`config.mk`:
```
export PLATFORM = sky130hd
export DESIGN_NAME = dscat_fifo
export DESIGN_NICKNAME = d
export VERILOG_FILES = /design/src/rtl/core/dscat_pkg.sv /design/src/rtl/core/dscat_fifo.sv
export SDC_FILE = /design/constraint.sdc
export NUM_CORES = 1
export LEC_CHECK = 0
export ABC_CLOCK_PERIOD_IN_PS = 6000
export BUFFER_PORTS_ARGS = -buffer_cell sky130_fd_sc_hd__buf_2
export CAP_MARGIN = 20
export CORE_ASPECT_RATIO = 0.75
export CORE_MARGIN = 3
export CORE_UTILIZATION = 57
export CTS_CLUSTER_DIAMETER = 60
export DETAILED_ROUTE_END_ITERATION = 16
export PLACE_DENSITY = 0.79
export SLEW_MARGIN = 20
export SYNTH_ARGS = -nofsm -noshare
export SYNTH_HDL_FRONTEND = slang
export SYNTH_SLANG_ARGS = --single-unit
```
`constraint.sdc`:
```
create_clock -name aclk -period 6 [get_ports aclk]
set_clock_uncertainty 0.15 [all_clocks]
set_input_delay 1.2 -clock aclk [delete_from_list [all_inputs] [get_ports aclk]]
set_output_delay 1.2 -clock aclk [all_outputs]
set_load 0.01 [all_outputs]
```
`src/rtl/core/dscat_pkg.sv`:
```
`default_nettype none

package dscat_pkg;

    // Cohesion radius: near the front, small moves are snapped to zero.
    localparam int unsigned COHESION = 4;
    localparam int unsigned COH_SQ   = COHESION * COHESION;

    // Position hash constants.
    localparam logic [31:0] MIX_XOR  = 32'd61;
    localparam logic [31:0] MIX_MULT = 32'h27d4eb2d;

    // d/10 as (d * 0xCCCD) >> 19, exact for every 16-bit d.
    localparam logic [15:0] DIV10_RECIP = 16'hCCCD;
    localparam int unsigned DIV10_SHIFT = 19;

    localparam logic [9:0] ALPHA_BASE = 10'h200;
    localparam logic [7:0] ALPHA_MAX  = 8'd255;

    // Queue between the classifying front and the writing back end.
    localparam int unsigned QUEUE_DEPTH = 4;
    localparam int unsigned QPTR_W      = $clog2(QUEUE_DEPTH);
    localparam int unsigned QCNT_W      = $clog2(QUEUE_DEPTH + 1);

    typedef enum logic [1:0] {
        CFG_WIDTH  = 2'd0,
        CFG_HEIGHT = 2'd1,
        CFG_STEP   = 2'd2
    } cfg_reg_t;

    // One surviving block: in-bounds target, alpha and source pixels.
    typedef struct packed {
        logic [12:0] xd;
        logic [12:0] yd;
        logic [7:0]  alpha;
        logic [31:0] px3;
        logic [31:0] px2;
        logic [31:0] px1;
        logic [31:0] px0;
    } q_entry_t;

    typedef struct packed {
        logic full;
        logic empty;
    } q_status_t;

endpackage

`default_nettype wire

```
`src/rtl/core/dscat_fifo.sv`:
```
`default_nettype none

module dscat_fifo (
    input  wire logic                 aclk,
    input  wire logic                 aresetn,
    input  wire logic                 push,
    input  wire dscat_pkg::q_entry_t  wdata,
    input  wire logic                 pop,
    output dscat_pkg::q_entry_t       rdata,
    output dscat_pkg::q_status_t      status
);
    import dscat_pkg::*;

    q_entry_t            mem [QUEUE_DEPTH];
    logic [QPTR_W-1:0]   wptr_reg, wptr_next, rptr_reg, rptr_next;
    logic [QCNT_W-1:0]   cnt_reg, cnt_next;

    assign status.full  = (cnt_reg == QCNT_W'(QUEUE_DEPTH));
    assign status.empty = (cnt_reg == '0);
    assign rdata        = mem[rptr_reg];

    always_comb begin
        wptr_next = push ? QPTR_W'(wptr_reg + 1'b1) : wptr_reg;
        rptr_next = pop  ? QPTR_W'(rptr_reg + 1'b1) : rptr_reg;
        cnt_next  = cnt_reg + QCNT_W'(push) - QCNT_W'(pop);
    end

    always_ff @(posedge aclk) begin
        if (!aresetn) begin
            wptr_reg <= '0;
            rptr_reg <= '0;
            cnt_reg  <= '0;
        end else begin
            wptr_reg <= wptr_next;
            rptr_reg <= rptr_next;
            cnt_reg  <= cnt_next;
        end
    end

    always_ff @(posedge aclk) begin
        if (push) begin
            mem[wptr_reg] <= wdata;
        end
    end

endmodule

`default_nettype wire

```
==> run summary <==
Run status: completed
Clock sinks: 657
Element type at the critical path end: primary output
Transition time at the pin with the least slew margin: 0.8843 ns
Post-CTS resize count: 0
Hold Buf Count CTS: 0
Number of top-level design ports: 330
Placed cell count: 1756
Largest fanout on the critical path: 43
First-pass GRT wire length: 70570 microns
Type of the worst min-delay path: register to register
Rel. slew slack: 41.05%
Critical path data arrival time: 2.84 ns
Worst R2R End: mem[3][93]
Die height: 182.9 microns
Core area: 41000 sq um
Vias per std cell: 5.724
Starting density of the core: 58.01%
Clock tree root buffer cell: sky130_fd_sc_hd__clkbuf_16
Proportion of layout cells with a drive suffix above 1: 46.27%
Detailed router's first-iteration violation count: 796
Worst reg2reg path startpoint: wptr_reg[0]
GR Overflow Total: 0
Type of element launching the critical path: register
Die width: 241.9 microns
Peak VDD IR: 277.2 uV
Max-cap violations: 0
Clock latency of the later-clocked register in the worst-skew pair: 0.58 ns
Post-synthesis area per instance: 26.75 sq um
Post-Route WL: 46120 microns
Fraction of the yosys area taken by sequential cells: 82.58%
Maximum clock frequency: 238.5 MHz
Commonest cells after routing, fill and taps aside: sky130_fd_sc_hd__edfxtp_1, sky130_fd_sc_hd__buf_2, sky130_fd_sc_hd__mux4_2
Number of distinct library cells after synthesis: 20
Inserted Clock Buffers: 58
Shortest period the worst path allows: 4.193 ns
Capturing element of the worst setup path: rdata[5]
Post-synthesis instance total: 889
Number of placement rows: 64
Growth of design area from synthesis to finish: 18.31%
Post-DRT Antenna Nets: 0
Startpoint-to-endpoint class of the critical path: register to primary output
Syn_nets: 1062
Clock Tree Buf Depth: 3
Endpoints failing setup: 0
Flip-flop count of the largest register, all copies and words added: 648
Final #Nets: 1428
Antenna violations before repair: 14
Hold_ws: 0.4149 ns
Setup repair after global routing missed its margin: false
FF+latch count, synth: 657
Pwr/cell area: 361.5 nW/um^2
Clock tree from TritonCTS: yes
First-pass iteration count of the detailed router: 5
Power consumption: 10.17 mW
Leakage component of the power: 9.426 nW
Commonest non-fill, non-tap cell in the layout: sky130_fd_sc_hd__edfxtp_1
Final hold violation count: 0
Clock slew at the register clock pins of the worst setup and hold paths: 0.06 ns
Worst R2R Path Depth: 3
Required time of the worst setup path: 4.65 ns
CTS H-Tree Depth: 2
TNS Setup: 0 ns
Average detailed-routed wire length per instance: 24.69 microns
Via count: 10690
Drt drc: 0
R2R Setup Slk: 3.51 ns
Maximum number of pins on one net before global-route repair: 121
Number of warnings reported in the yosys synthesis log: 0
Cell area after synthesis: 23780 sq um
Die Area: 44240 sq um
Total GRT Usage: 21.10%
GPL Wtd Cong: 0.7139
Number of buffer cells added on primary ports: 329
DPL Wire Length: 26520 microns
Final critical-path share of the clock period: 69.88%
Setup Buffers After CTS: 0
Number of non-filler instances in the completed layout: 1868
Vias in the first global route: 11370
Pins over their slew limit: 0
## metrics by stage
step	utilization [%]	setup WS, ns	cell area, sq um
2_1_floorplan	-	0.4186	23780
3_3_place_gp	63.66	2.258	26100
3_5_place_dp	63.66	2.290	26100
4_1_cts	68.58	1.618	28120
5_1_grt	68.61	1.510	28130
6_report	68.63	1.807	28140
## synth_stat cells, drive strengths merged
cell type	instances	area share [%]
buf	30	0.88
ha	6	0.32
xnor2	2	0.074
clkbuf	6	0.095
a21oi	1	0.021
nand3b	1	0.032
and3	1	0.026
mux4	162	15
a21bo	1	0.042
xor3	1	0.10
mux2i	1	0.042
edfxtp	648	82
inv	7	0.11
nor2	5	0.079
fa	1	0.084
nor3	1	0.021
dfxtp	9	0.76
and2	6	0.16
## power by group
| group | internal, mW | leakage (nW) | switching [mW] |
|---|---|---|---|
| Clock | 2.33 | 0.981 | 1.58 |
| Sequential | 5.28 | 6.03 | 0.0785 |
| Combinational | 0.423 | 2.42 | 0.493 |
## layout make-up
type	instances	area [sq um]
Timing Repair Buffer	342	1832
Inverter	7	26.28
Tap cell	561	701.9
Fill cell	2543	12860
Clock inverter	36	496.7
Antenna cell	8	20.02
Multi-Input combinational cell	189	3895
Sequential cell	657	19650
Clock buffer	68	1520
## worst max-delay path: stages (launching register included)
cell and delay (ns):
sky130_fd_sc_hd__dfxtp_4 0.91, sky130_fd_sc_hd__buf_4 0.56, sky130_fd_sc_hd__mux4_2 0.59, sky130_fd_sc_hd__buf_2 0.18
## how the worst min path moves through the flow
stage,depth (start not counted),startpoint,end,slack (ns)
6_report,2,wptr_reg[1],wptr_reg[1],0.41
3_5_place_dp,2,wptr_reg[1],wptr_reg[1],0.41
2_1_floorplan,2,rptr_reg[1],register,0.35
4_1_cts,2,rptr_reg[1],register,0.42
5_1_grt,2,wptr_reg[1],wptr_reg[1],0.44
3_3_place_gp,2,rptr_reg[1],register,0.36
## layer usage
layer	vias to the layer above	share of wire [%]	global-route usage [%]
met1	5594	39	29.26
met2	391	50	33.49
met5	-	0.21	0
met4	16	2.9	6.824
met3	97	8.0	5.817
li1	4594	-	-
## kinds of logic (layout without fill, tap and decap cells)
| logic type | count (synthesis) | in the layout | share of synthesized area, % |
|---|---|---|---|
| compound gates | 2 | 2 | 0.06311 |
| xor+xnor | 3 | 3 | 0.1736 |
| fa+ha+maj | 7 | 7 | 0.3998 |
| buf+inv | 43 | 453 | 1.089 |
| flops | 657 | 657 | 82.58 |
| mux | 163 | 163 | 15.38 |
| other cells | 0 | 8 | 0 |
| simple gates | 14 | 14 | 0.3157 |
Power figures use the tool's default switching activity.
