$ cat config.mk
export PLATFORM = sky130hd
export DESIGN_NAME = dscat_back
export DESIGN_NICKNAME = d
export VERILOG_FILES = /design/src/rtl/core/dscat_pkg.sv /design/src/rtl/core/dscat_back.sv
export SDC_FILE = /design/constraint.sdc
export NUM_CORES = 2
export LEC_CHECK = 0
export ABC_CLOCK_PERIOD_IN_PS = 23000
export BUFFER_PORTS_ARGS = -buffer_cell sky130_fd_sc_hd__buf_2
export CELL_PAD_IN_SITES_DETAIL_PLACEMENT = 1
export CELL_PAD_IN_SITES_GLOBAL_PLACEMENT = 1
export CORE_ASPECT_RATIO = 1.2
export CORE_MARGIN = 2
export CORE_UTILIZATION = 53
export DETAILED_ROUTE_END_ITERATION = 8
export GPL_ROUTABILITY_DRIVEN = 0
export GPL_TIMING_DRIVEN = 0
export PLACE_DENSITY = 0.91
export SETUP_SLACK_MARGIN = 0.4
export SYNTH_ARGS = -nofsm -noshare
export SYNTH_HDL_FRONTEND = slang
export SYNTH_SLANG_ARGS = --single-unit
$ cat constraint.sdc
create_clock -name aclk -period 23 [get_ports aclk]
set_input_delay 2.3 -clock aclk [delete_from_list [all_inputs] [get_ports aclk]]
set_output_delay 2.3 -clock aclk [all_outputs]
set_load 0.05 [all_outputs]
$ cat src/rtl/core/dscat_pkg.sv
`default_nettype none

package dscat_pkg;

    // Cohesion radius: near the front, small moves are snapped to zero.
    localparam int unsigned COHESION = 4;
    localparam int unsigned COH_SQ   = COHESION * COHESION;

    // Position hash constants.
    localparam logic [31:0] MIX_XOR  = 32'd61;
    localparam logic [31:0] MIX_MULT = 32'h27d4eb2d;

    // d/10 as (d * 0xCCCD) >> 19, exact for every 16-bit d.
    localparam logic [15:0] DIV10_RECIP = 16'hCCCD;
    localparam int unsigned DIV10_SHIFT = 19;

    localparam logic [9:0] ALPHA_BASE = 10'h200;
    localparam logic [7:0] ALPHA_MAX  = 8'd255;

    // Queue between the classifying front and the writing back end.
    localparam int unsigned QUEUE_DEPTH = 4;
    localparam int unsigned QPTR_W      = $clog2(QUEUE_DEPTH);
    localparam int unsigned QCNT_W      = $clog2(QUEUE_DEPTH + 1);

    typedef enum logic [1:0] {
        CFG_WIDTH  = 2'd0,
        CFG_HEIGHT = 2'd1,
        CFG_STEP   = 2'd2
    } cfg_reg_t;

    // One surviving block: in-bounds target, alpha and source pixels.
    typedef struct packed {
        logic [12:0] xd;
        logic [12:0] yd;
        logic [7:0]  alpha;
        logic [31:0] px3;
        logic [31:0] px2;
        logic [31:0] px1;
        logic [31:0] px0;
    } q_entry_t;

    typedef struct packed {
        logic full;
        logic empty;
    } q_status_t;

endpackage

`default_nettype wire

$ cat src/rtl/core/dscat_back.sv
`default_nettype none

module dscat_back (
    input  wire logic                 aclk,
    input  wire logic                 aresetn,
    input  wire dscat_pkg::q_entry_t  q_data,
    input  wire dscat_pkg::q_status_t q_stat,
    output logic                      q_pop,
    input  wire logic [12:0]          image_height,
    output logic                      out_valid,
    input  wire logic                 out_ready,
    output logic [23:0]               dest_index,
    output logic [31:0]               out_first,
    output logic [31:0]               out_second,
    output logic [31:0]               out_third,
    output logic [31:0]               out_fourth
);
    import dscat_pkg::*;

    // Each byte becomes (c * alpha) >> 8.
    function automatic logic [31:0] fade_px(input logic [31:0] px, input logic [7:0] a);
        logic [15:0] prod;
        logic [31:0] r;
        r = '0;
        for (int k = 0; k < 4; k++) begin
            prod = 16'(px[8*k +: 8]) * 16'(a);
            r[8*k +: 8] = prod[15:8];
        end
        return r;
    endfunction

    logic        vld_reg, vld_next, load;
    logic [23:0] idx_reg, idx_next;
    logic [31:0] p0_reg, p1_reg, p2_reg, p3_reg;
    logic [31:0] p0_next, p1_next, p2_next, p3_next;
    logic [25:0] col;

    assign load  = !q_stat.empty && (!vld_reg || out_ready);
    assign q_pop = load;

    always_comb begin
        col      = 26'(q_data.xd) * 26'(image_height);
        idx_next = 24'(q_data.yd) + col[23:0];
        p0_next  = fade_px(q_data.px0, q_data.alpha);
        p1_next  = fade_px(q_data.px1, q_data.alpha);
        p2_next  = fade_px(q_data.px2, q_data.alpha);
        p3_next  = fade_px(q_data.px3, q_data.alpha);
        vld_next = load ? 1'b1 : (out_ready ? 1'b0 : vld_reg);
    end

    always_ff @(posedge aclk) begin
        if (!aresetn) begin
            vld_reg <= 1'b0;
        end else begin
            vld_reg <= vld_next;
        end
    end

    always_ff @(posedge aclk) begin
        if (load) begin
            idx_reg <= idx_next;
            p0_reg  <= p0_next;
            p1_reg  <= p1_next;
            p2_reg  <= p2_next;
            p3_reg  <= p3_next;
        end
    end

    assign out_valid  = vld_reg;
    assign dest_index = idx_reg;
    assign out_first  = p0_reg;
    assign out_second = p1_reg;
    assign out_third  = p2_reg;
    assign out_fourth = p3_reg;

endmodule

`default_nettype wire

==> metrics.cfg <==
[route]
drt-total-wl_um = 142000
firstDrtPassIters = 5
routedWlPerCell_um = 24.9
detail-route-antenna-nets = 0
drc_errors = 0
viasPerCell = 5.82
num_vias = 33100
drt_iter0_markers = 1894

[cts]
cts_max_level = 4
cts_root_buffer = clkbuf_16
numCtsBuffers = 17
cts_hold_buf = 0
cts_buffer_depth = 2
post_cts_buffers = 0
clkTransAtPathRegs_ps = 70
clk_latency_ps = 540
clock-sinks = 153
cts_tree = done
post_cts_resized = 0

[critical_path]
critical_path.max_fanout = 10
worstPathArrival_ps = 9380
start_kind = input port
rr_worst_depth = 5
critPathKind = input port to flop
required_ps = 23280
worstSetupStartpoint = q_data[134]
crit_end = out_first[31]
cp-end-kind = flop
r2r_setup_slack_ps = 21100
reg2reg_to = out_second[13]
reg2reg_from = out_valid

[power_and_ir_drop]
power.leakage_nw = 22.8
power.total_mw = 4.43
ir_drop_mv = 0.0926
p_per_area_mw_per_mm2 = 101

[synthesis]
ys_ff_latch = 153
synth.top_cells.by_area = fa_1 34%, ha_1 19%, edfxtp_1 11%
synth_seq_area_share = 0.115
synth_top_area_frac = 0.345
async_reset_ff_frac = 0
synth_edf_count = 152
synth.avg_cell_area_um2 = 9.34
yosys.area.top_type = fa_1
synthFlopType = edfxtp_1
syn-cell-area_mm2 = 0.0400
ys_types = 55
yosys_warnings = 0
syn_nets = 5759
synthCells = 4283

[grt]
track_usage = 0.374
grt_max_degree = 34
grt_pass1_vias = 38600
overflow = 0
grt_pass1_wl_um = 217000
antenna_found_initial = 41

[sta]
period_minus_slack_ps = 9100
period_share = 0.395
worst_pin_slew_ps = 1520
finalSetupViolCount = 0
setup_tns_ps = 0
relSlewSlack = -0.0160
rsz0062_at_grt = false
timing.fmax_mhz = 110
clock-skew-final_ps = 19.9
final-max-slew-violation-count = 11
final-hold-violation-count = 0

[place]
dp_hpwl_um = 111000
port_buffers = 319

[hold_path]
hold_class = flop to flop

[die]
pin_count = 334
start_util = 0.534
die_y_um = 305
die-area_mm2 = 0.0777
rows = 110
die_w_um = 255
core_region_area_mm2 = 0.0749

[layout]
nets = 6102
drive_gt1_frac = 0.0785
syn2layout_area_growth_pct = 9.20

[status]
status = finished with violations
violations = capacitance limit, slew limit

[job]
max_cap_violations = 1

-- cell families after synthesis --
| kind of cell | after synthesis | synth area share |
|---|---|---|
| AND/OR/NAND/NOR | 1412 | 0.181 |
| buffers and inverters | 991 | 0.0932 |
| adder cells (fa/ha/maj) | 1296 | 0.535 |
| flip-flops | 153 | 0.115 |
| XOR/XNOR | 135 | 0.0296 |
| multiplexers | 2 | 0.000500 |
| AO/OA/AOI/OAI | 294 | 0.0470 |
-- power by group --
part           switching, mW  internal [mW]
logic                   2.18           1.30
clock network          0.149          0.182
registers             0.0548          0.571
-- synthesized netlist by cell type (all sizes together), types with 3 or more instances --
cell type	number
nand2	556
clkbuf	136
nor2b	15
o31ai	4
o21bai	12
and4b	5
nor4	8
nor2	80
o211ai	4
nor3	33
and3	19
a211o	5
a31o	4
o21ai	58
o31a	5
fa	689
edfxtp	152
nand4	14
nand2b	14
xor2	50
a211oi	9
buf	8
a31oi	10
a21boi	4
ha	607
nand3	21
o21a	33
a2111oi	4
xnor2	85
a21o	34
or3	3
nand4b	8
o311ai	3
inv	847
a21oi	90
or4	6
and2	624
-- worst max-delay path, cell delays in order --
cell and delay (ps):
clkbuf_1 950, clkbuf_1 970, clkbuf_1 610, nand2_1 210
fa_1 560, fa_1 530, inv_1 60, fa_1 500
inv_1 110, fa_1 510, inv_1 50, ha_1 310
a21oi_1 200, o21ai_1 220, a211o_1 370, o31a_1 320
or4_1 410, and3_1 170
-- through the flow --
stage | hold slack (ps) | util | cells | setup slack (ps) | cell area (um2)
after floorplan | 720 | - | 4283 | 10960 | 40000
after global placement | 480 | 0.573 | 5610 | 6450 | 42900
after detailed placement | 506 | 0.574 | 5615 | 13800 | 43000
after CTS | 517 | 0.582 | 5647 | 14250 | 43600
after global routing | 533 | 0.583 | 5670 | 13790 | 43700
final | 514 | 0.584 | 5681 | 13900 | 43700
-- flip-flops by register name, indices dropped and copies added, names as in the netlist --
register    flops
out_first      32
out_fourth     32
out_second     32
out_third      32
dest_index     24
out_valid       1
-- per-layer routing --
| layer | routed length (um) | share of wire | track usage |
|---|---|---|---|
| met5 | 173 | 0.0012 | 0 |
| met2 | 69200 | 0.49 | 0.628 |
| met1 | 47600 | 0.34 | 0.396 |
| met4 | 12900 | 0.091 | 0.291 |
| met3 | 11700 | 0.082 | 0.0980 |
-- cells in the final DEF, fill, tap and decap left out, types with 6 or more instances in the layout --
cell / netlist / final
clkbuf_16: 0 / 17
xnor2_1: 85 / 85
nor4_1: 8 / 8
buf_2: 0 / 319
nor2b_1: 15 / 14
nand4_1: 14 / 14
diode_2: 0 / 34
inv_1: 847 / 847
edfxtp_1: 152 / 152
a21oi_1: 90 / 90
a21o_1: 34 / 34
o21bai_1: 12 / 12
clkbuf_1: 136 / 137
a31oi_1: 10 / 10
and3_1: 19 / 19
o21a_1: 33 / 33
or4_1: 6 / 6
a211oi_1: 9 / 9
nand3_1: 21 / 21
xor2_1: 50 / 50
and2_1: 624 / 624
nor2_1: 80 / 80
nand2_1: 556 / 556
buf_1: 7 / 7
nand4b_1: 8 / 8
fa_1: 689 / 689
o21ai_0: 55 / 55
nor3_1: 33 / 33
nand2b_1: 14 / 14
ha_1: 607 / 607
-- layout make-up --
class / count / area (um2)
diodes: 34 / 85.1
repair buffers: 324 / 1700
multi-input cells: 3139 / 31700
clock inverters: 14 / 193
clock buffers: 18 / 429
well taps: 1008 / 1260
flip-flops and latches: 153 / 4580
fillers: 8692 / 31200
inverters: 847 / 3180
plain buffers: 144 / 548
-- worst min-delay path by stage --
stage / startpoint / to / cells after the start
6_report: out_valid / out_valid / 2
5_1_grt: out_valid / out_valid / 2
4_1_cts: out_valid / out_valid / 2
3_5_place_dp: out_valid / out_valid / 2
3_3_place_gp: out_valid / out_valid / 2
2_1_floorplan: out_valid / out_valid / 2
Note: power is estimated with default switching activity, not from simulation.
