[src/rtl/core/dscat_pkg.sv]
`default_nettype none

package dscat_pkg;

    // Cohesion radius: near the front, small moves are snapped to zero.
    localparam int unsigned COHESION = 4;
    localparam int unsigned COH_SQ   = COHESION * COHESION;

    // Position hash constants.
    localparam logic [31:0] MIX_XOR  = 32'd61;
    localparam logic [31:0] MIX_MULT = 32'h27d4eb2d;

    // d/10 as (d * 0xCCCD) >> 19, exact for every 16-bit d.
    localparam logic [15:0] DIV10_RECIP = 16'hCCCD;
    localparam int unsigned DIV10_SHIFT = 19;

    localparam logic [9:0] ALPHA_BASE = 10'h200;
    localparam logic [7:0] ALPHA_MAX  = 8'd255;

    // Queue between the classifying front and the writing back end.
    localparam int unsigned QUEUE_DEPTH = 4;
    localparam int unsigned QPTR_W      = $clog2(QUEUE_DEPTH);
    localparam int unsigned QCNT_W      = $clog2(QUEUE_DEPTH + 1);

    typedef enum logic [1:0] {
        CFG_WIDTH  = 2'd0,
        CFG_HEIGHT = 2'd1,
        CFG_STEP   = 2'd2
    } cfg_reg_t;

    // One surviving block: in-bounds target, alpha and source pixels.
    typedef struct packed {
        logic [12:0] xd;
        logic [12:0] yd;
        logic [7:0]  alpha;
        logic [31:0] px3;
        logic [31:0] px2;
        logic [31:0] px1;
        logic [31:0] px0;
    } q_entry_t;

    typedef struct packed {
        logic full;
        logic empty;
    } q_status_t;

endpackage

`default_nettype wire

[src/rtl/core/dscat_front.sv]
`default_nettype none

module dscat_front (
    input  wire logic                 aclk,
    input  wire logic                 aresetn,
    input  wire logic                 in_valid,
    output logic                      in_ready,
    input  wire logic [11:0]          block_x,
    input  wire logic [11:0]          block_y,
    input  wire logic [11:0]          region_top,
    input  wire logic [31:0]          pixel_top_left,
    input  wire logic [31:0]          pixel_top_right,
    input  wire logic [31:0]          pixel_bottom_left,
    input  wire logic [31:0]          pixel_bottom_right,
    input  wire logic [12:0]          image_width,
    input  wire logic [12:0]          image_height,
    input  wire logic [14:0]          frame_step,
    input  wire dscat_pkg::q_status_t q_stat,
    output logic                      q_push,
    output dscat_pkg::q_entry_t       q_data
);
    import dscat_pkg::*;

    typedef struct packed {
        logic [11:0]  bx;
        logic [11:0]  by;
        logic [127:0] px;
    } pay_t;

    logic        adv;
    logic [5:0]  vld_reg, vld_next;
    pay_t        pay_reg [6];
    pay_t        pay_in;

    // Stage 1: clamped row distance and linear position.
    logic signed [17:0] d_full;
    logic [15:0] d_next, d_reg;
    logic [24:0] pos_next, pos_reg;
    // Stage 2: first half of the hash, square and reciprocal products.
    logic [31:0] m1, m2;
    logic [31:0] mix_next, mix_reg;
    logic [31:0] dsq_next, dsq_reg;
    logic [31:0] dq_next, dq_reg;
    // Stage 3: hash multiply, distance, vertical pull.
    logic [12:0] quot;
    logic [31:0] hm_next, hm_reg;
    logic [11:0] dist_next, dist_reg;
    logic [15:0] sv_next, sv3_reg, sv4_reg;
    logic        near_next, near3_reg, near4_reg, near5_reg;
    // Stage 4: velocity products and raw alpha.
    logic [31:0] hash;
    logic signed [20:0] dist_s, vx_s, vy_s;
    logic signed [20:0] prx_next, prx_reg, pry_next, pry_reg;
    logic signed [15:0] alpha_raw_next, alpha_raw_reg;
    // Stage 5: displacements and limited alpha.
    logic signed [17:0] dx_next, dx_reg;
    logic signed [14:0] dy_next, dy_reg;
    logic [7:0]  alpha_next, alpha5_reg, alpha6_reg;
    logic        aneg_next, aneg5_reg, aneg6_reg;
    // Stage 6: cohesion snap and raw targets.
    logic signed [10:0] dxe, dye;
    logic [10:0] sq;
    logic        zero_next, zero_reg;
    logic signed [17:0] xd_next, xd_reg, xd_f, wlim;
    logic signed [14:0] yd_next, yd_reg, yd_f, hlim;
    logic        in_x, in_y, keep;

    assign pay_in = '{bx: block_x, by: block_y,
                      px: {pixel_bottom_right, pixel_bottom_left,
                           pixel_top_right, pixel_top_left}};

    // Final classification from the last stage.
    always_comb begin
        xd_f = zero_reg ? $signed({6'b0, pay_reg[5].bx}) : xd_reg;
        yd_f = zero_reg ? $signed({3'b0, pay_reg[5].by}) : yd_reg;
        wlim = $signed({5'b0, image_width}) - 18'sd1;
        hlim = $signed({2'b0, image_height}) - 15'sd1;
        in_x = !xd_f[17] && (xd_f < wlim);
        in_y = !yd_f[14] && (yd_f < hlim);
        keep = !aneg6_reg && in_x && in_y;
    end

    // The whole front advances together; it holds only when a kept block
    // is waiting on a full queue.
    assign adv      = !(vld_reg[5] && keep) || !q_stat.full;
    assign in_ready = adv;
    assign q_push   = vld_reg[5] && keep && adv;

    assign q_data = '{xd: xd_f[12:0], yd: yd_f[12:0], alpha: alpha6_reg,
                      px3: pay_reg[5].px[127:96], px2: pay_reg[5].px[95:64],
                      px1: pay_reg[5].px[63:32], px0: pay_reg[5].px[31:0]};

    always_comb begin
        vld_next = adv ? {vld_reg[4:0], in_valid} : vld_reg;

        d_full   = $signed({3'b0, frame_step}) - $signed({6'b0, block_y})
                 + $signed({6'b0, region_top});
        d_next   = d_full[17] ? 16'd0 : d_full[15:0];
        pos_next = 25'(block_y) * 25'(image_width) + 25'(block_x);

        m1       = {7'b0, pos_reg} ^ MIX_XOR ^ ({7'b0, pos_reg} >> 16);
        m2       = (m1 << 3) + m1;
        mix_next = m2 ^ (m2 >> 4);
        dsq_next = 32'(d_reg) * 32'(d_reg);
        dq_next  = 32'(d_reg) * 32'(DIV10_RECIP);

        hm_next   = mix_reg * MIX_MULT;
        quot      = dq_reg[31:DIV10_SHIFT];
        dist_next = quot[11:0] + 12'(COHESION);
        near_next = (quot == 13'd0);
        sv_next   = dsq_reg[30:15];

        hash   = hm_reg ^ (hm_reg >> 15);
        dist_s = 21'($signed({1'b0, dist_reg}));
        vx_s   = 21'($signed(hash[7:0]));
        vy_s   = 21'($signed(hash[15:8]));
        prx_next = dist_s * vx_s;
        pry_next = dist_s * vy_s;
        alpha_raw_next = 16'(ALPHA_BASE) + 16'(hash[24:16]) - {2'b0, dist_reg, 2'b0};

        dx_next    = 18'(prx_reg >>> 8) - $signed({2'b0, sv4_reg});
        dy_next    = 15'(pry_reg >>> 8);
        aneg_next  = alpha_raw_reg[15];
        alpha_next = (alpha_raw_reg > 16'sd255) ? ALPHA_MAX : alpha_raw_reg[7:0];

        // Near the front the pull is zero and both moves are tiny, so the
        // low bits carry their whole value there.
        dxe       = 11'($signed(dx_reg[4:0]));
        dye       = 11'($signed(dy_reg[4:0]));
        sq        = 11'(dxe * dxe) + 11'(dye * dye);
        zero_next = near5_reg && (sq < 11'(COH_SQ));
        xd_next   = $signed({6'b0, pay_reg[4].bx}) + dx_reg;
        yd_next   = $signed({3'b0, pay_reg[4].by}) + dy_reg;
    end

    always_ff @(posedge aclk) begin
        if (!aresetn) begin
            vld_reg <= '0;
        end else begin
            vld_reg <= vld_next;
        end
    end

    always_ff @(posedge aclk) begin
        if (adv) begin
            pay_reg[0] <= pay_in;
            for (int i = 1; i < 6; i++) begin
                pay_reg[i] <= pay_reg[i-1];
            end
            d_reg         <= d_next;
            pos_reg       <= pos_next;
            mix_reg       <= mix_next;
            dsq_reg       <= dsq_next;
            dq_reg        <= dq_next;
            hm_reg        <= hm_next;
            dist_reg      <= dist_next;
            near3_reg     <= near_next;
            sv3_reg       <= sv_next;
            prx_reg       <= prx_next;
            pry_reg       <= pry_next;
            alpha_raw_reg <= alpha_raw_next;
            near4_reg     <= near3_reg;
            sv4_reg       <= sv3_reg;
            dx_reg        <= dx_next;
            dy_reg        <= dy_next;
            aneg5_reg     <= aneg_next;
            alpha5_reg    <= alpha_next;
            near5_reg     <= near4_reg;
            zero_reg      <= zero_next;
            xd_reg        <= xd_next;
            yd_reg        <= yd_next;
            aneg6_reg     <= aneg5_reg;
            alpha6_reg    <= alpha5_reg;
        end
    end

endmodule

`default_nettype wire

[config.mk]
export PLATFORM = sky130hd
export DESIGN_NAME = dscat_front
export DESIGN_NICKNAME = d
export VERILOG_FILES = /design/src/rtl/core/dscat_pkg.sv /design/src/rtl/core/dscat_front.sv
export SDC_FILE = /design/constraint.sdc
export NUM_CORES = 2
export LEC_CHECK = 0
export ABC_AREA = 0
export BUFFER_PORTS_ARGS = -buffer_cell sky130_fd_sc_hd__buf_2
export CORE_UTILIZATION = 60
export CTS_CLUSTER_DIAMETER = 30
export DETAILED_ROUTE_END_ITERATION = 7
export PLACE_DENSITY = 0.78
export SLEW_MARGIN = 20
export SYNTH_ARGS = -nofsm -noshare
export SYNTH_HDL_FRONTEND = slang
export SYNTH_SLANG_ARGS = --single-unit
[constraint.sdc]
create_clock -name aclk -period 56.4 [get_ports aclk]
set_input_delay 5.64 -clock aclk [delete_from_list [all_inputs] [get_ports aclk]]
set_output_delay 5.64 -clock aclk [all_outputs]
set_load 0.01 [all_outputs]
==> results.py <==
metrics = {
    "sta": {
        "final_max_slew_viol_count": 0,
        "setup_viol": 0,
        "hold_viol": 0,
        "hold_slack_ps": 363,
        "fmax_mhz": 68.5,
        "rsz0062_at_grt": "no",
        "fin_skew_ps": 115,
        "worst_pin_slew_ps": 1090,
        "finalCritPeriodShare": 0.259,
        "max_slew_margin": 0.274,
        "fin_crit_ps": 14600,
        "finalSetupTns_ps": 0,
    },
    "cts": {
        "path_clk_slew_ps": 50,
        "cts_buffers": 197,
        "ctsHoldBuffers": 0,
        "clock_latency_ps": 830,
        "cts.path.max_buffers": 3,
        "cts_sinks": 1219,
        "post_cts_buffers": 0,
        "clockRootBuffer": "clkbuf_16",
        "cts_tree": "done",
        "cts-resized-gates": 0,
        "htreeDepth": 4,
    },
    "critical_path": {
        "worstSetupPathType": "input pin to primary output",
        "start_kind": "input pin",
        "arrival_ps": 8960,
        "endpoint_kind": "primary output",
        "cp_data_required_time_ps": 50760,
        "crit_fanout": 9,
    },
    "routing": {
        "ant_nets": 0,
        "num_vias": 43500,
        "drtPass1Iterations": 6,
        "drc": 0,
        "avgViaCountPerCell": 5.38,
        "wl_mm": 159,
        "wl_per_cell_um": 19.7,
        "dr_wl_met2_mm": 82.5,
        "drtIter0Drc": 2979,
        "wl_met3_mm": 9.06,
        "met1Wirelength_mm": 61.8,
        "highest_layer": "met5",
    },
    "grt": {
        "grt_antenna_before_repair": 12,
        "overflow": 0,
        "track_usage": 0.252,
        "grt_pass1_vias": 46800,
        "grt_max_degree": 200,
        "grt_pass1_wl_mm": 252,
    },
    "floorplanning": {
        "initial_core_util": 0.604,
        "die_h_um": 360,
        "dieArea_um2": 130000,
        "coreArea_um2": 127000,
        "ios": 374,
        "rows": 131,
        "die_x_um": 360,
    },
    "placed_design": {
        "hpwlAfterDp_mm": 115,
        "gp_congestion": 0.924,
        "numPlacedInstances": 7709,
        "port_buffers": 372,
    },
    "yosys": {
        "synth_top_cells_by_area": "edfxtp_1, fa_1, ha_1",
        "synth_commonest_cells": "edfxtp_1, inv_1, ha_1",
        "synth_most_common_cell": "edfxtp_1",
        "postSynthAreaPerCell_um2": 13.1,
        "yosysTopAreaCellShare": 0.473,
        "yosysSeqAreaShare": 0.475,
        "ys_seq_elements": 1219,
        "synthArstFlopShare": 0,
        "syn-num-nets": 7548,
        "syn-cell-area_um2": 76900,
        "synth_ff_type": "edfxtp_1",
        "yosys_warnings": 0,
        "synth_edf_count": 1213,
        "syn_inst": 5855,
        "yosysTopAreaCell": "edfxtp_1",
        "synthDistinctLibCells": 79,
    },
    "final_layout": {
        "syn2layout_area_growth_pct": 13.0,
        "final_util": 0.683,
        "fin_cells": 8084,
        "nFillCells": 8365,
        "final_nets": 7939,
        "largest_reg_flops": 912,
        "layout-drive-gt1-share": 0.128,
    },
    "min_path": {
        "min_path_type": "flop to flop",
    },
    "run": {
        "cap_violations": 0,
    },
    "run_status": {
        "outcome": "finished, final reports clean",
    },
}
==> area by class of cell <==
cell class	count	area, um^2	area share
clock inverter	162	2080	0.0239
sequential	1219	36500	0.420
antenna	3	7.51	0.0000864
timing repair buffer	400	2100	0.0241
inverter	1202	4510	0.0519
multi-input combinational	3226	34600	0.398
tap	1662	2080	0.0239
clock buffer	210	4980	0.0573
==> worst max-delay path, cell delays in order <==
cell	delay, ps
buf_2	250
clkinv_1	410
ha_1	390
nand3_1	110
nor2_1	70
xnor2_1	230
ha_1	320
a21oi_1	220
o22ai_1	110
nor2_1	120
nor2_1	100
nor4_1	280
o2111a_1	340
o21ai_0	140
nor2_1	90
buf_2	150
==> worst paths after layout <==
kind,from,end,slack [ps],cells after the start
worst max-delay path,image_width[1],q_push,41800,16
worst min-delay path,pay_reg[0][131],pay_reg[1][131],360,0
worst max register to register,mix_reg[4],hm_reg[31],48310,26
worst min register to register,pay_reg[0][131],pay_reg[1][131],360,0
==> through the flow <==
| stage | worst slack [ps] | area, um^2 |
|---|---|---|
| 6_report | 41800 | 86900 |
| 5_1_grt | 41610 | 86900 |
| 3_3_place_gp | 41970 | 79900 |
| 4_1_cts | 41860 | 86900 |
| 3_5_place_dp | 41850 | 79900 |
| 2_1_floorplan | 11720 | 76900 |
==> cell usage in the layout (no fill, tap or decap), types with 15 or more instances in the layout <==
cell type	netlist	final
and2_1	190	190
or3_1	19	19
o21ai_0	73	73
bufinv_16	0	23
and3_1	27	27
nor2_1	196	196
buf_4	128	26
xor2_1	99	97
edfxtp_1	1213	1213
a21oi_1	113	113
clkinv_2	0	26
or2_2	22	22
inv_1	1199	1199
clkbuf_16	0	197
ha_1	758	758
xnor2_1	215	215
clkinvlp_4	0	15
nand3_1	40	40
o21a_1	41	41
nand2b_1	23	23
mux2_2	25	25
o21bai_1	15	15
a21o_1	48	48
inv_6	0	26
fa_1	725	725
nand2_1	338	338
clkinv_4	0	26
buf_2	1	372
nor3_1	57	57
nor2b_1	46	46
==> cells by family after synthesis <==
| group | count (synthesis) | synth area share |
|---|---|---|
| DFF | 1219 | 0.475 |
| muxes | 35 | 0.00496 |
| and+or+nand+nor | 992 | 0.0620 |
| xor gates and xnor gates | 316 | 0.0363 |
| buffers and inverters | 1410 | 0.0751 |
| AOI/OAI and AO/OA | 400 | 0.0347 |
| adders and majority gates | 1483 | 0.312 |
==> per-layer routing <==
layer  track usage  vias to the layer above
met5             0                        -
li1              -                    19900
met1         0.307                    21700
met3        0.0426                      387
met4        0.0973                       18
met2         0.447                     1513
Power is left out: the tool's default activity adds up to more than one toggle a clock period on the data nets, which glitch-free logic cannot reach.
